===== config.mk =====
export PLATFORM = sky130hd
export DESIGN_NAME = smwd_cell
export DESIGN_NICKNAME = d
export VERILOG_FILES = /design/src/hdl/smwd_pkg.sv /design/src/hdl/smwd_cell.sv
export SDC_FILE = /design/constraint.sdc
export NUM_CORES = 1
export LEC_CHECK = 0
export BUFFER_PORTS_ARGS = -buffer_cell sky130_fd_sc_hd__buf_2
export CAP_MARGIN = 30
export CORE_MARGIN = 3
export CORE_UTILIZATION = 35
export CTS_BUF_LIST = sky130_fd_sc_hd__clkbuf_4
export DETAILED_ROUTE_END_ITERATION = 16
export PLACE_DENSITY = 0.67
export SYNTH_ARGS = -nofsm -noshare
export SYNTH_HDL_FRONTEND = slang
export SYNTH_SLANG_ARGS = --single-unit

===== constraint.sdc =====
create_clock -name clk -period 2.65 [get_ports clk]
set_clock_uncertainty 0.05 [all_clocks]
set_input_delay 0.1325 -clock clk [delete_from_list [all_inputs] [get_ports clk]]
set_output_delay 0.1325 -clock clk [all_outputs]
set_load 0.005 [all_outputs]

===== src/hdl/smwd_pkg.sv =====
`default_nettype none

package smwd_pkg;

  localparam int PIX_W  = 8;
  localparam int ROWS_W = 14;
  localparam int COLS_W = 11;
  localparam int HALF_W = 4;
  localparam int ADDR_W = 6;
  localparam int DATA_W = 64;

  localparam logic [PIX_W-1:0]  DILATED_VALUE = 8'd254;
  localparam logic [ROWS_W-1:0] ROWS_RST      = 14'd1;
  localparam logic [COLS_W-1:0] COLS_RST      = 11'd1;
  localparam logic [HALF_W-1:0] HALF_RST      = 4'd0;
  localparam logic [PIX_W-1:0]  FILL_RST      = 8'd255;

  typedef enum logic [2:0] {
    REG_NUM_ROWS,
    REG_NUM_COLS,
    REG_HALF_WINDOW,
    REG_FILL_VALUE,
    REG_SEED_W0,
    REG_SEED_W1,
    REG_SEED_W2,
    REG_SEED_W3
  } reg_idx_t;

  typedef struct packed {
    logic [PIX_W-1:0] pixel_in;
    logic             drain;
  } req_t;

  typedef struct packed {
    logic [PIX_W-1:0] pixel_out;
    logic             image_last;
  } rsp_t;

  // One stored pixel: its seed flag is resolved when it is written.
  typedef struct packed {
    logic             seed;
    logic [PIX_W-1:0] value;
  } store_t;

  // One window column: near is the seed flag ORed down the window rows.
  typedef struct packed {
    logic             near;
    logic             seed;
    logic [PIX_W-1:0] value;
  } entry_t;

endpackage

`default_nettype wire


===== src/hdl/smwd_cell.sv =====
`default_nettype none

module smwd_cell
  import smwd_pkg::*;
#(
  parameter int J      = 0,
  parameter int COL_W  = 11,
  parameter int CIDX_W = 10,
  parameter int HW_W   = 4
) (
  input  logic              clk,
  input  logic              shift,
  input  entry_t            din,
  output entry_t            dout,
  input  logic [CIDX_W-1:0] kcol,
  input  logic [HW_W-1:0]   hw,
  input  logic [COL_W-1:0]  cols,
  output logic              hit
);

  localparam int W = COL_W + HW_W + 1;

  logic [W-1:0] pos;
  logic [W-1:0] jw;

  always_ff @(posedge clk) begin
    if (shift) begin
      dout <= din;
    end
  end

  // This cell holds the column at kcol + hw - J; it counts only inside the
  // window and inside the output pixel's own row.
  assign pos = W'(kcol) + W'(hw);
  assign jw  = W'(J);
  assign hit = dout.near && (jw <= (W'(hw) << 1)) && (pos >= jw) && (pos < W'(cols) + jw);

endmodule

`default_nettype wire


==> results.toml, run 1 <==
[synthesis]
yosysUniqueCellTypes = 25
postSynth.asyncResetShare_pct = 0
synth-edff-count = 10
netlist_instances = 74
synth_warnings = 0
synth_seq_cells = 10
ys_seq_area_share_pct = 37.2
yosys_most_used_dff = "edfxtp_1"
syn-cell-area_um2 = 807
synthesis.nets = 126
avgSynthCellArea_um2 = 10.9

[die]
die-width_um = 54.0
num_rows = 16
start_util_pct = 39.1
die_h_um = 54.0
die_area_um2 = 2920
pin_count = 48
coreArea_um2 = 2060

[route]
drc = 0
drtPass1Iterations = 2
via_per_inst = 4.52
wl_mm = 1.83
drt_iter0_markers = 1
avgRoutedWirePerCell_um = 11.2
antenna_left = 0
via_count = 741

[status]
status = "finished clean"

[finish]
nets = 191
regMostFlops = "dout"
largest_reg_flops = 10
drive_above_1_share_pct = 43.8
area_delta_synth_final_pct = 54.9
finalCoreUtilization_pct = 60.6
nFillCells = 179
reg_top3 = "dout x10"
antennaDiodeCount = 0

[timing]
setup_viol = 0
max_freq_ghz = 0.385
timing.setup.tns_ps = 0
min_period_ps = 2600
min_period_over_period_pct = 98.0
rsz0062_at_grt = "yes"
slew_violations = 0
slew_headroom_pct = 82.4
worst_pin_slew_ps = 264
hold_viol_final = 0
whs_ps = 13.4
setup_ws_ps = 52.3

[critical_path]
max_stage_delay_ps = 370
path_buf_inv = 2
worstSetupEndpointType = "output pin"
critical_path_required_ps = 2470
cpMostUsedCell = "o211ai_1"
start_kind = "input pin"
crit_type = "input pin to output pin"
crit_path_cell_trace = "buf_6, ha_4, fa_2, a21oi_2, nor2b_1, nor3_1, nor2_1, ha_1, a211o_1, o211ai_1, o211ai_1, a221oi_2, buf_2"
crit_start = "hw[0]"
cpLargestDelayFamily = "compound AO/OA/AOI/OAI gates"
cp.arrival_ps = 2420
critPathMaxFanout = 2
crit_path_top_delay_cell = "fa_2"

[place]
hpwlAfterDp_mm = 1.43
place_congestion = 0.764
dp_slack_ps = -59.8
place.port_buffers = 47

[cts]
cts_buffer_depth = 2
cts-buffers-inserted = 3
cts_num_sinks = 10
cts.clk_slew.worst_paths_ps = 50
htree_levels = 1
cts-root-buf = "clkbuf_4"
tritoncts = "built"

[worst_hold_path]
hp-start = "din[1]"
hp-class = "input pin to register"

[grt]
grt_max_degree = 11
overflow = 0
first_global_vias = 730
grt_antenna_before_repair = 0
grt_pass1_wl_mm = 2.82
grtUsageTotal_pct = 13.3

[power]
p_per_area_nw_per_um2 = 357
leakagePower_uw = 0.000639
peakVddDrop_mv = 0.264

[run]
cap_violations = 0
==> kinds of logic (layout without fill, tap and decap cells) <==
group	after synthesis	after routing	synth area share (%)
AND/OR/NAND/NOR	17	17	11.0
XOR/XNOR	7	7	7.60
flip-flops	10	10	37.2
buffers and inverters	11	74	5.12
adder cells (fa/ha/maj)	15	15	24.2
AO/OA/AOI/OAI	14	14	14.9
==> report_power, final <==
group / total [uW] / internal (uW) / switching [uW] / leakage (uW)
combinational: 162 / 89.6 / 71.9 / 0.000527
clock: 93.2 / 51.8 / 41.3 / 0.0000138
sequential: 191 / 188 / 3.08 / 0.0000979
total: 446 / 330 / 116 / 0.000639
==> layout by cell type, fill, tap and decap left out, types with 2 or more instances in the layout <==
master / netlist / layout
xor2_1: 2 / 2
clkbuf_4: 0 / 3
inv_1: 11 / 11
buf_4: 0 / 4
nand4_1: 2 / 2
nand2_1: 4 / 4
xnor2_1: 5 / 5
buf_6: 0 / 2
dlygate4sd3_1: 0 / 9
nand2b_1: 2 / 2
o211ai_1: 2 / 2
buf_2: 0 / 45
a21o_1: 3 / 3
edfxtp_1: 10 / 10
nor2_1: 4 / 4
ha_1: 14 / 13
==> layout make-up <==
type	count	area [um^2]	share of cell area, %
multi-input combinational	53	484	38.7
timing repair buffer	60	368	29.4
sequential	10	300	24.0
inverter	11	41.3	3.30
tap	27	33.8	2.70
clock buffer	3	22.5	1.80
==> repair_timing <==
item | 4_1_cts | 5_1_grt
endpoints found under the setup margin | 1 | 1
buffers inserted | 0 | 3
hold buffers | 9 | 0
endpoints found under the hold margin | 9 | 0
pin swaps | 2 | 9
gates cloned | 0 | 0
gates resized for setup | 2 | 4
==> layer usage <==
metal | GRT usage [%] | wire length [um] | up-vias
met5 | 0 | 0 | -
met4 | 6.22 | 0 | 0
met3 | 3.60 | 180 | 0
met2 | 23.6 | 937 | 32
met1 | 14.6 | 711 | 314
li1 | - | - | 395
==> stage by stage <==
stage	total power, uW	area (um^2)	instances
floorplan	272	807	74
global placement	330	1080	149
detailed placement	335	1080	149
CTS	444	1200	161
global route	482	1250	164
finish	446	1250	164
==> worst paths after layout <==
path | depth (start not counted) | slack [ps] | end
max | 13 | 50 | hit
min | 1 | 10 | dout[1]
==> cell usage after synthesis, drive strengths merged, types with 2 or more instances <==
cell type  count  area [um^2]
a21o           3         22.5
xnor2          5         43.8
xor2           2         17.5
o21ai          2         13.8
ha            14          175
a21oi          2         10.0
edfxtp        10          300
inv           11         41.3
nor2           4         15.0
o211ai         2         15.0
nand2b         2         12.5
nand4          2         12.5
nand2          4         15.0
No activity file was read; power rests on OpenSTA's default activity.
==> run 2, diff against run 1 <==
==> constraint.sdc (replaced) <==
create_clock -name clk -period 2.65 [get_ports clk]
set_clock_uncertainty 0.05 [all_clocks]
set_input_delay 0.6625 -clock clk [delete_from_list [all_inputs] [get_ports clk]]
set_output_delay 0.6625 -clock clk [all_outputs]
set_load 0.005 [all_outputs]
==> run 2 against run 1 <==
Against the previous run: sequential power about the same; flip-flop and latch count unchanged; the run now ends with negative setup slack left; utilization fell by 1.6 points; cell count is 1.2% lower; clock-buffer cell count stayed put; critical path depth did not move; routed wire length up 3.8%; die area is the same.
==> results.toml, run 2 (same netlist as run 1, synthesis figures left out) <==
[die]
num_rows = 16
die_h_um = 54.0
die-width_um = 54.0
pin_count = 48
start_util_pct = 39.1
coreArea_um2 = 2060
die_area_um2 = 2920

[finish]
area_delta_synth_final_pct = 50.7
layoutNonFillerInstCount = 162
drive_above_1_share_pct = 48.9
nets = 188
regMostFlops = "dout"
largest_reg_flops = 10
reg_top3 = "dout x10"
antennaDiodeCount = 0
final_common_cell = "buf_2"
most-common-layout-cells = "buf_2, ha_1, inv_1"
postLayoutCellArea_um2 = 1220

[worst_hold_path]
hp-class = "input pin to register"
hp-start = "din[7]"
holdPathEnd = "dout[7]"
holdPathStages = 1

[route]
antenna_left = 0
drc = 0
drtPass1Iterations = 2
drt_iter0_markers = 4
via_per_inst = 4.59
via_count = 743
avgRoutedWirePerCell_um = 11.7
wl_mm = 1.90

[run]
cap_violations = 0

[grt]
grt_pass1_wl_mm = 3.09
grt_antenna_before_repair = 0
overflow = 0
first_global_vias = 801
grtUsageTotal_pct = 14.5
grt_max_degree = 11

[cts]
cts_buffer_depth = 2
cts_num_sinks = 10
cts-buffers-inserted = 3
tritoncts = "built"
cts_setup_buffers = 0
htree_levels = 1
cts-root-buf = "clkbuf_4"
cts.clk_slew.worst_paths_ps = 60
holdBufCountCts = 0

[critical_path]
crit_start = "kcol[0]"
crit_type = "input pin to output pin"
critical_path_required_ps = 1940
critPathMaxFanout = 2
worstSetupEndpointType = "output pin"
cp.arrival_ps = 2850
start_kind = "input pin"

[timing]
min_period_over_period_pct = 135
hold_viol_final = 0
setup_ws_ps = -915
slew_headroom_pct = 82.5
min_period_ps = 3560
max_freq_ghz = 0.281
timing.setup.tns_ps = -915
setup_viol = 1
slew_violations = 0
worst_pin_slew_ps = 263
rsz0062_at_grt = "yes"

[status]
violations = "negative setup slack"
status = "finished, violations left"

[power]
p_per_area_nw_per_um2 = 377
leakagePower_uw = 0.000634
peakVddDrop_mv = 0.299

[place]
hpwlAfterDp_mm = 1.63
dpl_cell_area_um2 = 1160
place_congestion = 0.711
place.port_buffers = 47
dp.cells = 158
run 2: changes by cell type in the layout (fill, tap and decap cells not counted), sizes merged:
cell,delta
clkinv,+1
dlygate4sd3,-9
buf,+6
run 2: timing repair:
| action | in CTS | in global routing |
|---|---|---|
| gates resized for setup | 4 | 1 |
| endpoints found under the setup margin | 1 | 1 |
| gates cloned | 0 | 0 |
run 2: metrics by stage:
stage          hold slack (ps)  setup WS (ps)  power, uW  utilization, %
6_report                   529           -915        459            59.0
2_1_floorplan              711           -611        273               -
4_1_cts                    521           -893        460            58.6
5_1_grt                    513          -1020        498            59.0
3_5_place_dp               791           -970        353            56.1
3_3_place_gp               789           -892        346            56.1
run 2: worst max-delay path by stage:
stage,to,cells past startpoint
final,hit,13
after CTS,hit,13
after global routing,hit,13
after global placement,hit,13
after detailed placement,hit,13
after floorplan,hit,11
run 2: power breakdown:
part	switching [uW]	internal [uW]	total, uW
Clock	48.2	54.2	102
Sequential	3.25	188	191
Combinational	75.3	89.9	165
run 2: final cells by class:
type	count	area, um^2
clock buffers	3	22.5
repair buffers	57	323
flip-flops and latches	10	300
clock inverters	1	3.75
inverters	11	41.3
multi-input cells	53	492
well taps	27	33.8
fillers	204	846
run 2: metal layers:
metal,vias to the layer above,wire [um],GRT usage (%)
met5,-,0,0
met3,2,159,1.94
met1,312,754,16.4
met2,34,970,27.0
li1,395,-,-
met4,0,14,5.81
run 2: worst max-delay path: stages:
cell      delay [ps]
buf_6            100
ha_4             150
fa_2             360
a21oi_4          150
nor2b_1           60
nor3_1           130
nor2_1            60
ha_1             310
a211o_1          280
o211ai_1          80
o211ai_1         130
a221oi_2         240
buf_2            150
